### config.mk
export PLATFORM = sky130hd
export DESIGN_NAME = sbe_ctrl
export DESIGN_NICKNAME = d
export VERILOG_FILES = /design/src/rtl/sbe_pkg.sv /design/src/rtl/sbe_ctrl.sv
export SDC_FILE = /design/constraint.sdc
export NUM_CORES = 1
export LEC_CHECK = 0
export BUFFER_PORTS_ARGS = -buffer_cell sky130_fd_sc_hd__clkbuf_2
export CAP_MARGIN = 0
export CORE_AREA = 2 2 39 41
export CTS_CLUSTER_SIZE = 16
export DETAILED_ROUTE_END_ITERATION = 6
export DIE_AREA = 0 0 41 43
export SYNTH_ARGS = -nofsm -noshare
export SYNTH_HDL_FRONTEND = slang
export SYNTH_SLANG_ARGS = --single-unit
export TNS_END_PERCENT = 50
### constraint.sdc
create_clock -name clk -period 2.7 [get_ports clk]
set_input_delay 0.54 -clock clk [delete_from_list [all_inputs] [get_ports clk]]
set_output_delay 0.54 -clock clk [all_outputs]
set_load 0.01 [all_outputs]
### src/rtl/sbe_pkg.sv
`timescale 1ns / 1ps
`default_nettype none
// ----------------------------------------------------------------------------
// Stack bytecode executor package
// Field types, opcode and status codes, and the command and status bundles
// that pass between the controller and the datapath.
// ----------------------------------------------------------------------------
package sbe_pkg;

    // Widths of the item fields on the two channels.
    localparam int OP_W     = 4;
    localparam int IMM_W    = 32;
    localparam int SLOT_W   = 6;
    localparam int STATUS_W = 3;
    localparam int PRINT_W  = 32;
    localparam int DEPTH_W  = 7;

    // Number of distinct codes that the slot field can carry.
    localparam int SLOT_CODES = 2 ** SLOT_W;

    // Width of the multiplier digit that the iterative multiplier handles per step.
    localparam int MUL_DIGIT_W = 16;

    typedef logic        [OP_W-1:0]     op_t;
    typedef logic signed [IMM_W-1:0]    imm_t;
    typedef logic        [SLOT_W-1:0]   slot_t;
    typedef logic        [STATUS_W-1:0] status_t;
    typedef logic signed [PRINT_W-1:0]  print_t;
    typedef logic        [DEPTH_W-1:0]  depth_t;

    // Opcodes.
    localparam op_t OP_PUSH  = 4'd0;
    localparam op_t OP_ADD   = 4'd1;
    localparam op_t OP_SUB   = 4'd2;
    localparam op_t OP_MUL   = 4'd3;
    localparam op_t OP_DIV   = 4'd4;
    localparam op_t OP_SAVE  = 4'd5;
    localparam op_t OP_LOAD  = 4'd6;
    localparam op_t OP_EMIT  = 4'd7;
    localparam op_t OP_HALT  = 4'd8;

    // Result status codes.
    localparam status_t ST_OK        = 3'd0;
    localparam status_t ST_PRINTED   = 3'd1;
    localparam status_t ST_HALTED    = 3'd2;
    localparam status_t ST_UNDERFLOW = 3'd3;
    localparam status_t ST_OVERFLOW  = 3'd4;
    localparam status_t ST_DIV_ZERO  = 3'd5;
    localparam status_t ST_UNKNOWN   = 3'd6;
    localparam status_t ST_IGNORED   = 3'd7;

    // Commands from the controller to the datapath.
    typedef struct packed {
        logic clear_step;  // write one zero into the variable file
        logic load;        // capture the incoming item and start the memory reads
        logic calc_start;  // launch the iterative multiply or divide
        logic commit;      // apply the item's effects and load the result register
    } sbe_cmd_t;

    // Status from the datapath to the controller.
    typedef struct packed {
        logic clear_last;  // the clearing pass is at its last slot
        logic need_calc;   // the captured item needs the multiply or divide unit
        logic calc_done;   // the multiply or divide unit holds its result
        logic out_free;    // the result register can take a new item
    } sbe_sts_t;

endpackage
`default_nettype wire

### src/rtl/sbe_ctrl.sv
`timescale 1ns / 1ps
`default_nettype none
// ----------------------------------------------------------------------------
// Stack bytecode executor controller
// Sequences the clearing pass, item capture, execution, the wait for the
// multiply/divide unit, and the hand-off to the result register.
// ----------------------------------------------------------------------------
module sbe_ctrl (
    input  wire logic              clk,
    input  wire logic              rst_n,
    input  wire logic              instr_valid,
    output logic                   instr_ready,
    input  wire sbe_pkg::sbe_sts_t sts,
    output sbe_pkg::sbe_cmd_t      cmd
);

    typedef enum logic [3:0] {
        S_CLEAR = 4'b0001,
        S_IDLE  = 4'b0010,
        S_EXEC  = 4'b0100,
        S_CALC  = 4'b1000
    } state_t;

    state_t state_reg, state_next;

    // Next state and commands.
    always_comb
    begin
        state_next  = state_reg;
        instr_ready = 1'b0;
        cmd         = '0;
        case (state_reg)
            S_CLEAR:
            begin
                cmd.clear_step = 1'b1;
                if (sts.clear_last)
                begin
                    state_next = S_IDLE;
                end
            end
            S_IDLE:
            begin
                instr_ready = 1'b1;
                if (instr_valid)
                begin
                    cmd.load   = 1'b1;
                    state_next = S_EXEC;
                end
            end
            S_EXEC:
            begin
                if (sts.need_calc)
                begin
                    cmd.calc_start = 1'b1;
                    state_next     = S_CALC;
                end
                else if (sts.out_free)
                begin
                    cmd.commit = 1'b1;
                    state_next = S_IDLE;
                end
            end
            S_CALC:
            begin
                if (sts.calc_done && sts.out_free)
                begin
                    cmd.commit = 1'b1;
                    state_next = S_IDLE;
                end
            end
            default:
            begin
                state_next = S_CLEAR;
            end
        endcase
    end

    // State register.
    always_ff @(posedge clk or negedge rst_n)
    begin
        if (!rst_n)
        begin
            state_reg <= S_CLEAR;
        end
        else
        begin
            state_reg <= state_next;
        end
    end

endmodule
`default_nettype wire

==> impl_results.md <==
* Row count at 14
* Cells resized by post-CTS repair at 0
* PwrDens at approximately 860 nW/um^2
* Total power at 334 uW
* GR Layer Usage met3 at roughly 4.7%
* Vias/cell at 4.48
* # fillers at 150
* FF+latch count, synth at 4
* WL final at 586 um
* M2 GR Usage at between 10% and 20%
* DRT Pass-1 Iters at 4
* Iteration-0 DRC Markers at 2
* Worst Setup EP: cmd[2]
* Post-CTS Hold Fix Bufs at 0
* Critical Path Start Type: flip-flop
* RSZ-0062 raised after global routing: false
* Max incr delay on CP at 410 ps
* Post-synth EDFFs at 0
* Ys Warns at 0
* Part of the cycle the worst path needs at 69.1%
* Syn Area/Cell at 9.19 um^2
* GR Overflow Total at 0
* Layout cells sized above 1 at 43.5%
* Reg-to-reg endpoint: state_reg[0]$_DFFE_PN1P_
* First-pass GRT wire length at 938 um
* Post-synthesis simple-gate area fraction at 42.6%
* Mapped Cells at 32
* Cells after DPL at 58
* Hold Path Class: primary input to asynchronous set/reset pin
* Number of global-route vias before repair at approximately 250
* CTS root buf: clkbuf_4
* DR vias at 278
* Final Hold Fails at 0
* Post-synthesis async set-or-reset flop share at 100%
* Synth Area in Adders at 0%
* Post-route clock skew at 0.428 ps
* Highest net fanout along the worst path at 5
* Synthesis-to-finish area growth at 31.9%
* GR peak layer: met2
* Routed len/inst at 9.45 um
* PortBufs at 11
* Crit path kind: flip-flop to primary output
* Starting Density at between 20% and 30%
* Post-Synth XOR/XNOR Area at 0%
* Setup-failing EPs final at 0
* Worst EP required at about 2200 ps
* DIE AREA at 1760 um^2
* Worst-path clk slew at about 40 ps
* Relative slew slack at 78.2%
* Setup Total Neg Slack at 0 ps
* Placement Cell Area at 362 um^2
* Ant. Diodes at 0
* Sequential share of the synthesized area at 34.5%
* Routed Antenna Nets at 0
* Overall Global Routing Usage at between 8 and 9%
* Final instance area at roughly 390 um^2
* Initial antenna violation count at 0
* Largest family of logic cells by synthesized area: simple AND/OR/NAND/NOR gates
* Outcome: finished, final reports clean
* Crit path from: state_reg[2]$_DFFE_PN0P_
* Multiplexer share of the synthesized area at 0%
* Worst reg-to-reg path cell count at 3
* Final std cells w/o fill at 62
* Maxcap violations at 0
* Syn nets at 39
* Multi-input logic area at ~180 um^2
* GR met1 Demand/Resource at 9.71%
* Max rail drop VDD at 0.397 mV
* F_max at 536 MHz
* Cell variety after synth at 23
* CP max-delay cell: dfrtp_1
* CP endpoint kind: primary output
* Slew Limit Fails at 0
* Post-Syn Area at ~300 um^2
* Setup Fix Bufs, Post-CTS at 0
* CP arrival at 1330 ps
* Core Box Area at between 1000 and 1500 um^2
* Final HPWL DP at a little under 500 um
* Most common cell after layout, fill and taps aside: clkbuf_2
* Clock sinks at 4
* Seq. cell area at 101 um^2
* Die extent in x at 41 um
* Most frequent cells in the layout: 11 x clkbuf_2, 4 x nand2_1, 3 x nor2_1, 3 x clkbuf_4, 3 x dfrtp_1
* H-tree levels at 1
* Clock Path Buffers at 2
* Max reg flops at 4
* R2R setup slack at 1580 ps
* Ys flop type: dfrtp_1
* Worst-skew pair later-pin latency at about 240 ps
* Worst slew pin tran at ~330 ps
* Drt drc at 0
* RR Startpoint: state_reg[3]$_DFFE_PN0P_
* CTS buffer count at 3
* Final #Nets at 54
* # IOs at 12
* Final Wtd Congestion at slightly below 0.7
* Largest net degree at the start of global routing at 10
* CTS tree: yes
* Minimum clock period after layout at 1870 ps
* Crit-path cells: or2_4, nor2_1, and2_1, clkbuf_2
* Leak at 0.174 nW
* Die Y at roughly 43 um
* Post-synthesis compound-gate area fraction at ~18%
[report_power, final]
group | internal [mW] | switching (mW) | leakage [nW]
Combinational | 0.0757 | 0.0580 | 0.108
Clock | 0.0556 | 0.0273 | 0.0150
Sequential | 0.0820 | 0.0354 | 0.0511
[worst max-delay path: cells and delay by family (launching register included)]
| kind | cells | cell delay (ps) |
|---|---|---|
| buffers and inverters | 1 | 120 |
| DFF | 1 | 410 |
| and+or+nand+nor | 3 | 550 |
[stage by stage]
| step | utilization [%] | hold WS (ps) | setup slack [ps] |
|---|---|---|---|
| final | 28.0 | 98.0 | 835 |
| after global routing | 28.0 | 86.5 | 748 |
| after CTS | 28.0 | 89.1 | 814 |
| after detailed placement | 26.1 | 349 | 1070 |
| after global placement | 26.1 | 347 | 1080 |
| after floorplan | - | 244 | 1080 |
[cells by family (layout without fill, tap and decap cells)]
family | after synthesis | in the layout
AND/OR/NAND/NOR | 18 | 18
AO/OA/AOI/OAI | 7 | 7
flip-flops | 4 | 4
buffers and inverters | 3 | 17
[routing by layer]
layer,vias to the layer above,share of wire (%),wire length (um)
met5,-,0,0
met4,0,0,0
met3,0,9.7,57
met2,9,47,273
met1,129,44,255
li1,140,-,-
[Yosys cell counts (2+ instances only)]
library cell | count | area, um^2
dfrtp_1 | 3 | 75.1
inv_1 | 2 | 7.51
nand2_1 | 4 | 15.0
nor2_1 | 3 | 11.3
nor3_1 | 2 | 10.0
[area by class of cell]
| cell class | count | area share (%) |
|---|---|---|
| tap | 16 | 5.16 |
| multi-input combinational | 25 | 45.8 |
| clock buffer | 4 | 6.77 |
| sequential | 4 | 26.1 |
| inverter | 2 | 1.94 |
| timing repair buffer | 11 | 14.2 |
[how the worst min path moves through the flow]
stage	startpoint	end	slack (ps)
2_1_floorplan	rst_n	state_reg[1]$_DFFE_PN0P_	240
3_3_place_gp	rst_n	state_reg[2]$_DFFE_PN0P_	350
3_5_place_dp	rst_n	state_reg[3]$_DFFE_PN0P_	350
4_1_cts	rst_n	state_reg[3]$_DFFE_PN0P_	90
5_1_grt	rst_n	state_reg[2]$_DFFE_PN0P_	90
6_report	rst_n	state_reg[3]$_DFFE_PN0P_	100
(Power assumes the default switching activity.)
